==> config.mk <==
export PLATFORM = sky130hd
export DESIGN_NAME = hbc_cell
export DESIGN_NICKNAME = d
export VERILOG_FILES = /design/src/rtl/core/hbc_pkg.sv /design/src/rtl/core/hbc_cell.sv
export SDC_FILE = /design/constraint.sdc
export NUM_CORES = 1
export LEC_CHECK = 0
export BUFFER_PORTS_ARGS = -buffer_cell sky130_fd_sc_hd__buf_2
export CAP_MARGIN = 20
export CORE_AREA = 2 2 141 143
export DETAILED_ROUTE_END_ITERATION = 10
export DIE_AREA = 0 0 143 145
export PLACE_DENSITY = 0.56
export SLEW_MARGIN = 20
export SYNTH_ARGS = -nofsm -noshare
export SYNTH_HDL_FRONTEND = slang
export SYNTH_SLANG_ARGS = --single-unit
==> constraint.sdc <==
create_clock -name clk -period 4.2 [get_ports clk]
set_input_delay 0.84 -clock clk [delete_from_list [all_inputs] [get_ports clk]]
set_output_delay 0.84 -clock clk [all_outputs]
set_load 0.005 [all_outputs]
==> src/rtl/core/hbc_pkg.sv <==
`timescale 1ns / 1ps
// ----------------------------------------------------------------------------
// hbc_pkg: shared types and constants of the hashed block cache tag store
// Entry record, command and status codes, bucket arithmetic.
// ----------------------------------------------------------------------------
package hbc_pkg;
  localparam int NumEntries = 32;
  localparam int NumBuckets = 13;
  localparam int IdxW = $clog2(NumEntries);
  localparam int BktW = (NumBuckets > 1) ? $clog2(NumBuckets) : 1;
  localparam int ByteMod = 256 % NumBuckets;
  localparam int RedSteps = $clog2(NumBuckets + (256 + NumBuckets - 1) / NumBuckets + 1);

  localparam logic [1:0] CMD_LOOKUP  = 2'd0;
  localparam logic [1:0] CMD_RELEASE = 2'd1;
  localparam logic [1:0] CMD_PIN     = 2'd2;
  localparam logic [1:0] CMD_UNPIN   = 2'd3;

  localparam logic [1:0] ST_OK     = 2'd0;
  localparam logic [1:0] ST_NOFREE = 2'd1;
  localparam logic [1:0] ST_UNDER  = 2'd2;
  localparam logic [1:0] ST_OVER   = 2'd3;

  typedef struct packed {
    logic [7:0]  dev;
    logic [31:0] blk;
    logic [BktW-1:0] bkt;
    logic [7:0]  cnt;
    logic [31:0] rtime;
    logic        valid;
  } entry_t;

  typedef struct packed {
    logic [IdxW-1:0] idx;
    entry_t          ent;
  } slot_t;

  // One byte step of the bucket: (r*256 + b) mod N. The factor 256 is folded
  // to 256 mod N, and the remainder is left after subtracting shifted copies
  // of N from the largest down.
  function automatic logic [BktW-1:0] bucket_step(input logic [BktW-1:0] r,
                                                  input logic [7:0] b);
    logic [15:0] x;
    x = 16'(r) * 16'(ByteMod) + 16'(b);
    for (int k = RedSteps - 1; k >= 0; k--) begin
      if (x >= 16'(NumBuckets << k)) x = x - 16'(NumBuckets << k);
    end
    return BktW'(x);
  endfunction

  // Bucket held by entry e after reset.
  function automatic logic [31:0] reset_block(input int e);
    int acc;
    int cnt;
    acc = 0;
    for (int b = 0; b < NumBuckets; b++) begin
      cnt = NumEntries / NumBuckets + ((b < NumEntries % NumBuckets) ? 1 : 0);
      if (e >= acc && e < acc + cnt) return 32'(b);
      acc = acc + cnt;
    end
    return 32'd0;
  endfunction
endpackage

==> src/rtl/core/hbc_cell.sv <==
`timescale 1ns / 1ps
// ----------------------------------------------------------------------------
// hbc_cell: one entry slot of the rotating ring
// Passes its slot on to the next cell every cycle while the ring turns,
// or takes the write-back slot when the ring loads.
// ----------------------------------------------------------------------------
module hbc_cell (
  input  logic          clk,
  input  logic          rst,
  input  logic          shift,
  input  hbc_pkg::slot_t rst_val,
  input  hbc_pkg::slot_t prev,
  input  logic          wr,
  input  hbc_pkg::slot_t wr_val,
  output hbc_pkg::slot_t cur
);
  import hbc_pkg::*;

  always_ff @(posedge clk) begin
    if (rst) begin
      cur <= rst_val;
    end else if (wr) begin
      cur <= wr_val;
    end else if (shift) begin
      cur <= prev;
    end
  end
endmodule

==> results of run 1 <==
## cell usage after synthesis (all sizes together)
library cell  count  area (µm²)
buf              21         264
clkbuf            9        33.8
edfxtp           90        2700
mux2i            90         901
nand2            90         338
o21ai            90         450
or3               1        6.26
## power groups by stage
stage               logic, mW  registers [mW]  clock network, mW
finish                  0.435            1.13              0.815
global route            0.485            1.14              0.872
CTS                     0.445            1.13              0.848
detailed placement      0.445            1.15                  0
global placement        0.444            1.15                  0
floorplan               0.174            1.17                  0
## area by class of cell
type,instances,area (µm²),area share [%]
clock buffer,12,236,3.43
clock inverter,4,52.6,0.762
multi-input combinational,271,1700,24.6
sequential,90,2700,39.2
tap,265,332,4.81
timing repair buffer,367,1880,27.2
## how the worst max path moves through the flow
stage / endpoint / slack, ps / cells past startpoint
floorplan: cur[0]$_DFFE_PP_ / 690 / 3
global placement: cur[71]$_DFFE_PP_ / 1940 / 4
detailed placement: cur[71]$_DFFE_PP_ / 1940 / 4
CTS: cur[71]$_DFFE_PP_ / 2320 / 4
global route: cur[71]$_DFFE_PP_ / 2210 / 4
finish: cur[71]$_DFFE_PP_ / 2300 / 4
## layer usage
metal	vias up	track usage (%)
met5	-	0
met4	2	5.74
met3	19	4.13
met2	235	24.1
met1	1846	14.3
li1	2120	-
## logic make-up after synthesis
kind of cell | count (synthesis) | synth area share, %
mux | 90 | 19.2
buf+inv | 30 | 6.34
simple gates | 91 | 7.33
flops | 90 | 57.6
compound gates | 90 | 9.59
==> impl_metrics.tcl, run 1 <==
set metrics [dict create \
    die_y_um 145 \
    cts_setup_buffers 0 \
    dr_wl_met2_um 7230 \
    hold_depth 3 \
    power_frac_clock_pct 34.2 \
    grt_pass1_vias 4089 \
    port_buffers 363 \
    synth.avg_cell_area_um2 12.0 \
    dp_hpwl_um 11000 \
    synth_cell_type_count 10 \
    area_growth_syn_to_layout_pct 46.9 \
    cp-end-kind "register" \
    cts_buffers 9 \
    drive_above_1_share_pct 51.2 \
    hold_end "cur[35]$_DFFE_PP_" \
    peakVddDrop_uv 179 \
    crit_arrival_ps 1970 \
    diodes 0 \
    path_common_cell "buf_4" \
    finalSetupViolCount 0 \
    cp.required_ps 4270 \
    cts_root_buffer "clkbuf_16" \
    wl_um 14400 \
    finalSetupTns_ps 0 \
    p_leak_nw 3.41 \
    dp.cells 993 \
    synth_seq_cells 90 \
    status "completed" \
    ant_nets 0 \
    synth-seq-area-share_pct 57.6 \
    tritoncts "yes" \
    grt_max_degree 181 \
    final_hold_viol_count 0 \
    period_needed_ps 1900 \
    crit_path_start "wr" \
    viasPerCell 4.18 \
    fmax_mhz 526 \
    final_util_pct 35.9 \
    place_area_um2 6610 \
    power_switching_share_pct 24.6 \
    fillers 1943 \
    seq_power_share_pct 47.5 \
    maxUsedRoutingLayer "met5" \
    chipWidth_um 143 \
    path_buf_inv 2 \
    firstDrtPassIters 4 \
    syn-num-nets 665 \
    layout_common_cells "361 x buf_2, 90 x mux2i_1, 90 x nand2_1, 90 x o21ai_1, 90 x edfxtp_1" \
    reg_top3 "cur x90" \
    hp-start "rst_val[35]" \
    coreArea_um2 19200 \
    die-area_um2 20700 \
    grt_use_total_pct 13.4 \
    crit_chain "buf_4 > buf_4 > mux2i_1 > o21ai_1" \
    antenna_found_initial 1 \
    combPwrFrac_pct 18.3 \
    fin_total_pwr_mw 2.38 \
    fin_cells 1009 \
    largest_reg_flops 90 \
    avgRoutedWirePerCell_um 14.3 \
    htreeDepth 3 \
    grt_overflow_total 0 \
    crit_family "buffers and inverters" \
    drv_cap 0 \
    path_max_fanout 45 \
    clk_pin_slew_ps 70 \
    cpPeakStageDelay_ps 580 \
    pre_cts_ws_ps 1940 \
    ctsLongestPathBuffers 2 \
    nets 1013 \
    worst_pin_slew_ps 790 \
    wl_met3_um 1390 \
    mostFrequentLayoutCell "buf_2" \
    drc 0 \
    hp-class "in -> reg" \
    vias 4222 \
    cts_hold_buf 0 \
    grt_pass1_wl_um 21100 \
    worstSetupPathType "in -> reg" \
    std_cell_rows 51 \
    clock-sinks 90 \
    drv_slew 0 \
    met1_length_um 5520 \
    ios 364 \
    yosys_warnings 0 \
    max-slew-margin-rel_pct 47.3 \
    period_share_pct 45.3 \
    fin_area_um2 6900 \
    power.switching_uw 585 \
    synth_cells 391 \
    power_density_nw_per_um2 345 \
    ctsResizeCount 0 \
    slowest_stage "buf_4" \
    setup_ws_ps 2300 \
    p_int_mw 1.80 \
    whs_ps 771 \
    largest_register "cur" \
    gp_congestion 0.784 \
    drtIter0Drc 126 \
    crit_path_start_kind "primary input" \
    rsz0062_at_grt "false" \
    initial_core_util_pct 24.4 \
    synth_area_um2 4700 \
]
Power figures use the tool's default switching activity.
==> inputs of run 2 (changes only) <==
--- a/config.mk
+++ b/config.mk
@@ -7,10 +7,10 @@
 export LEC_CHECK = 0
 export BUFFER_PORTS_ARGS = -buffer_cell sky130_fd_sc_hd__buf_2
 export CAP_MARGIN = 20
-export CORE_AREA = 2 2 141 143
+export CORE_AREA = 2 2 140 142
 export DETAILED_ROUTE_END_ITERATION = 10
-export DIE_AREA = 0 0 143 145
-export PLACE_DENSITY = 0.56
+export DIE_AREA = 0 0 142 144
+export PLACE_DENSITY = 0.59
 export SLEW_MARGIN = 20
 export SYNTH_ARGS = -nofsm -noshare
 export SYNTH_HDL_FRONTEND = slang
==> constraint.sdc (replaced) <==
create_clock -name clk -period 1.7 [get_ports clk]
set_input_delay 0.34 -clock clk [delete_from_list [all_inputs] [get_ports clk]]
set_output_delay 0.34 -clock clk [all_outputs]
set_load 0.005 [all_outputs]
==> run 2 against run 1 <==
Against the previous run: total power increased by 150%; sequential cell count unchanged; routed wire length increased by 0.24%; sequential power increased by 150%; largest power group unchanged; cell area increased by 0.71%.
==> impl_metrics.tcl, run 2 (synthesized netlist as in run 1, its figures left out) <==
set metrics [dict create \
    status "completed" \
    htreeDepth 3 \
    die_y_um 144 \
    finalSetupTns_ps 0 \
    fillers 1936 \
    grt_overflow_total 0 \
    drv_cap 0 \
    drive_above_1_share_pct 51.5 \
    drtIter0Drc 159 \
    grt_max_degree 101 \
    ctsLongestPathBuffers 2 \
    slowest_stage "edfxtp_1" \
    crit_arrival_ps 910 \
    drc 0 \
    clock-sinks 90 \
    path_depth 1 \
    layout_common_cells "361 x buf_2, 90 x mux2i_1, 90 x nand2_1, 90 x o21ai_1, 90 x edfxtp_1" \
    max-slew-margin-rel_pct 71.6 \
    worst_pin_slew_ps 426 \
    crit_path_start "cur[43]$_DFFE_PP_" \
    grt_pass1_vias 4077 \
    endpoint "cur[43]" \
    ctsResizeCount 0 \
    combPwrFrac_pct 18.5 \
    power_frac_clock_pct 33.9 \
    gp_congestion 0.758 \
    fin_area_um2 6950 \
    initial_core_util_pct 24.6 \
    hp-class "in -> reg" \
    final_hold_viol_count 0 \
    nets 1017 \
    area_growth_syn_to_layout_pct 48.0 \
    clk_pin_slew_ps 70 \
    cp-end-kind "primary output" \
    drv_slew 0 \
    chipWidth_um 142 \
    port_buffers 363 \
    crit_path_start_kind "register" \
    crit_chain "buf_2" \
    vias 4221 \
    tritoncts "yes" \
    period_needed_ps 1250 \
    firstDrtPassIters 4 \
    avgRoutedWirePerCell_um 14.7 \
    viasPerCell 4.28 \
    fmax_mhz 798 \
    coreArea_um2 19100 \
    rsz0062_at_grt "false" \
    grt_use_total_pct 13.3 \
    worstSetupPathType "reg -> out" \
    p_int_mw 4.46 \
    path_buf_inv 1 \
    mostFrequentLayoutCell "buf_2" \
    seq_power_share_pct 47.6 \
    power_switching_share_pct 24.4 \
    reg_top3 "cur x90" \
    wl_um 14500 \
    grt_pass1_wl_um 20900 \
    ant_nets 0 \
    p_leak_nw 3.45 \
    power_density_nw_per_um2 848 \
    cts_hold_buf 0 \
    period_share_pct 73.8 \
    antenna_found_initial 1 \
    crit_family "flip-flops" \
    die-area_um2 20400 \
    cts_buffers 9 \
    path_max_fanout 1 \
    cts_setup_buffers 0 \
    largest_register "cur" \
    cpPeakStageDelay_ps 410 \
    place_area_um2 6660 \
    ios 364 \
    dp_hpwl_um 11300 \
    largest_reg_flops 90 \
    cp.required_ps 1360 \
    std_cell_rows 51 \
    power.switching_mw 1.44 \
    peakVddDrop_uv 446 \
    cts_root_buffer "clkbuf_16" \
    finalSetupViolCount 0 \
]
[run 2: routing by layer]
metal | up-vias | GRT usage, % | share of wire [%]
li1 | 2137 | - | -
met1 | 1837 | 15.6 | 40
met2 | 233 | 23.1 | 49
met3 | 14 | 4.64 | 9.4
met4 | 0 | 4.11 | 1.2
met5 | - | 0 | 0
[run 2: worst min path at each step]
stage           startpoint                end  slack, ps  cells past startpoint
3_3_place_gp   rst_val[83]  cur[83]$_DFFE_PP_        620                      3
5_1_grt         rst_val[3]   cur[3]$_DFFE_PP_        260                      3
4_1_cts        rst_val[56]  cur[56]$_DFFE_PP_        250                      3
2_1_floorplan  rst_val[87]  cur[87]$_DFFE_PP_        530                      2
6_report       rst_val[49]  cur[49]$_DFFE_PP_        270                      3
3_5_place_dp   rst_val[56]  cur[56]$_DFFE_PP_        630                      3
[run 2: final cells by class]
type | instances | area [µm²] | share of cell area [%]
antenna | 1 | 2.50 | 0.0360
tap | 238 | 298 | 4.29
sequential | 90 | 2700 | 38.9
clock inverter | 4 | 52.6 | 0.756
multi-input combinational | 271 | 1700 | 24.5
timing repair buffer | 371 | 1960 | 28.2
clock buffer | 12 | 236 | 3.40
[run 2: metrics by stage]
step                setup slack (ps)  utilization [%]  total power [mW]  hold WS [ps]  std cells
global placement                 237             34.9              3.97           624        970
global route                     410             36.4              6.22           262        987
detailed placement               225             34.9              3.98           627        970
CTS                              404             36.4              6.03           255        986
floorplan                       25.0                -              3.32           534        391
finish                           446             36.4              5.90           274        987
[run 2: power by group through the flow]
stage          registers [mW]  logic (mW)  clock network [mW]
6_report                 2.81        1.09                2.00
5_1_grt                  2.83        1.22                2.17
2_1_floorplan            2.89       0.432                   0
4_1_cts                  2.81        1.12                2.10
3_5_place_dp             2.86        1.12                   0
3_3_place_gp             2.86        1.11                   0
[run 2: worst min-delay path, delay by kind of cell]
kind	cells	cell delay, ps
AO/OA/AOI/OAI	1	50
buffers and inverters	1	70
AND/OR/NAND/NOR	1	40
==> inputs of run 3 (changes only) <==
--- a/config.mk
+++ b/config.mk
@@ -7,10 +7,10 @@
 export LEC_CHECK = 0
 export BUFFER_PORTS_ARGS = -buffer_cell sky130_fd_sc_hd__buf_2
 export CAP_MARGIN = 20
-export CORE_AREA = 2 2 140 142
+export CORE_AREA = 2 2 141 143
 export DETAILED_ROUTE_END_ITERATION = 10
-export DIE_AREA = 0 0 142 144
-export PLACE_DENSITY = 0.59
+export DIE_AREA = 0 0 143 145
+export PLACE_DENSITY = 0.56
 export SLEW_MARGIN = 20
 export SYNTH_ARGS = -nofsm -noshare
 export SYNTH_HDL_FRONTEND = slang
==> constraint.sdc (replaced) <==
create_clock -name clk -period 1.2 [get_ports clk]
set_input_delay 0.24 -clock clk [delete_from_list [all_inputs] [get_ports clk]]
set_output_delay 0.24 -clock clk [all_outputs]
set_load 0.005 [all_outputs]
==> run 3 against run 2 <==
Against the previous run: via count rose by 0.78%; sequential share of layout area fell by 1.6 points; cell area rose by 4.2%; non-clock buffer count rose by 32; global-route usage rose by 0.52 points; largest cell class unchanged; largest power group unchanged.
==> impl_metrics.tcl, run 3 (synthesized netlist as in run 1, its figures left out) <==
set metrics [dict create \
    status "completed" \
    grt_use_met2_pct 23.8 \
    power_frac_clock_pct 32.8 \
    p_leak_nw 3.61 \
    gp_congestion 0.786 \
    multi_input_area_um2 1700 \
    drive_above_1_share_pct 53.5 \
    cts_root_buffer "clkbuf_16" \
    cts_hold_buf 0 \
    max-slew-margin-rel_pct 82.6 \
    ant_nets 0 \
    setup_ws_ps 76.7 \
    worst_pin_slew_ps 253 \
    firstDrtPassIters 6 \
    grt_use_total_pct 13.8 \
    fin_total_pwr_mw 8.35 \
    cp.required_ps 960 \
    finalSetupViolCount 0 \
    ctsLongestPathBuffers 2 \
    die_y_um 145 \
    largest_reg_flops 90 \
    area_growth_syn_to_layout_pct 54.2 \
    clk_pin_slew_ps 60 \
    mostFrequentLayoutCell "buf_2" \
    whs_ps 179 \
    diodes 0 \
    fillers 1976 \
    use_met1_pct 15.9 \
    layout_common_cells "361 x buf_2, 90 x mux2i_1, 90 x nand2_1, 90 x o21ai_1, 90 x edfxtp_1" \
    peakVddDrop_uv 608 \
    combPwrFrac_pct 19.8 \
    drc 0 \
    grt_max_degree 48 \
    drtIter0Drc 129 \
    seq_area_um2 2700 \
    ctsResizeCount 0 \
    cpPeakStageDelay_ps 390 \
    htreeDepth 3 \
    die-area_um2 20700 \
    seq_power_share_pct 47.4 \
    antenna_found_initial 1 \
    crit_chain "buf_2" \
    drv_cap 0 \
    cp-end-kind "primary output" \
    viasPerCell 4.07 \
    largest_register "cur" \
    crit_arrival_ps 880 \
    avgRoutedWirePerCell_um 14.1 \
    worstSetupPathType "reg -> out" \
    drv_slew 0 \
    coreArea_um2 19200 \
    grt_pass1_wl_um 21700 \
    period_share_pct 93.6 \
    wl_um 14700 \
    std_cell_rows 51 \
    final_util_pct 37.7 \
    fin_area_um2 7240 \
    grt_overflow_total 0 \
    period_needed_ps 1120 \
    p_int_mw 6.36 \
    vias 4254 \
    initial_core_util_pct 24.4 \
    crit_path_start_kind "register" \
    slowest_stage "edfxtp_1" \
    grt_pass1_vias 4145 \
    cts_setup_buffers 0 \
    pre_cts_ws_ps -207 \
    clock-sinks 90 \
    gr-max-usage-layer "met2" \
    tritoncts "yes" \
    place_area_um2 6960 \
    final_hold_viol_count 0 \
    fmax_mhz 890 \
    nets 1049 \
    crit_family "flip-flops" \
    path_buf_inv 1 \
    cts_buffers 9 \
    port_buffers 363 \
    rsz0062_at_grt "false" \
    chipWidth_um 143 \
    reg_top3 "cur x90" \
    path_max_fanout 1 \
    power.switching_mw 1.98 \
    dp_hpwl_um 12000 \
    power_switching_share_pct 23.8 \
    hp-class "in -> reg" \
    power_density_nw_per_um2 1150 \
    ios 364 \
    use_met3_pct 5.08 \
]
run 3: changes by cell type in the layout (fill, tap and decap cells not counted):
cell,delta
buf_12,+2
buf_4,+30
clkbuf_1,-2
clkinv_1,+1
diode_2,-1
run 3: layout make-up:
| class | instances | share of cell area (%) |
|---|---|---|
| clock buffer | 10 | 3.16 |
| clock inverter | 5 | 0.777 |
| multi-input combinational | 271 | 23.5 |
| sequential | 90 | 37.3 |
| tap | 265 | 4.58 |
| timing repair buffer | 403 | 30.7 |
run 3: layer usage:
layer	vias to the layer above	wire length [µm]
met5	-	0
met4	0	249
li1	2190	-
met1	1819	5780
met2	227	7250
met3	18	1410
run 3: path summary, 6_finish.rpt:
check	start	end	slack [ps]	cells after the start
min	rst_val[6]	cur[6]$_DFFE_PP_	180	3
max	cur[44]$_DFFE_PP_	cur[44]	80	1
run 3: per-stage QoR:
step / setup TNS, ps / instances
6_report: 0 / 1044
5_1_grt: 0 / 1044
4_1_cts: 0 / 1044
3_5_place_dp: -12500 / 1029
3_3_place_gp: -11200 / 1029
2_1_floorplan: -29490 / 391
run 3: power groups by stage:
| stage | Sequential, mW | Combinational (mW) | Clock [mW] |
|---|---|---|---|
| finish | 3.95 | 1.66 | 2.74 |
| detailed placement | 4.02 | 1.70 | 0 |
| floorplan | 4.09 | 0.615 | 0 |
| global placement | 4.02 | 1.69 | 0 |
| CTS | 3.96 | 1.70 | 2.89 |
| global route | 3.98 | 1.85 | 3.02 |
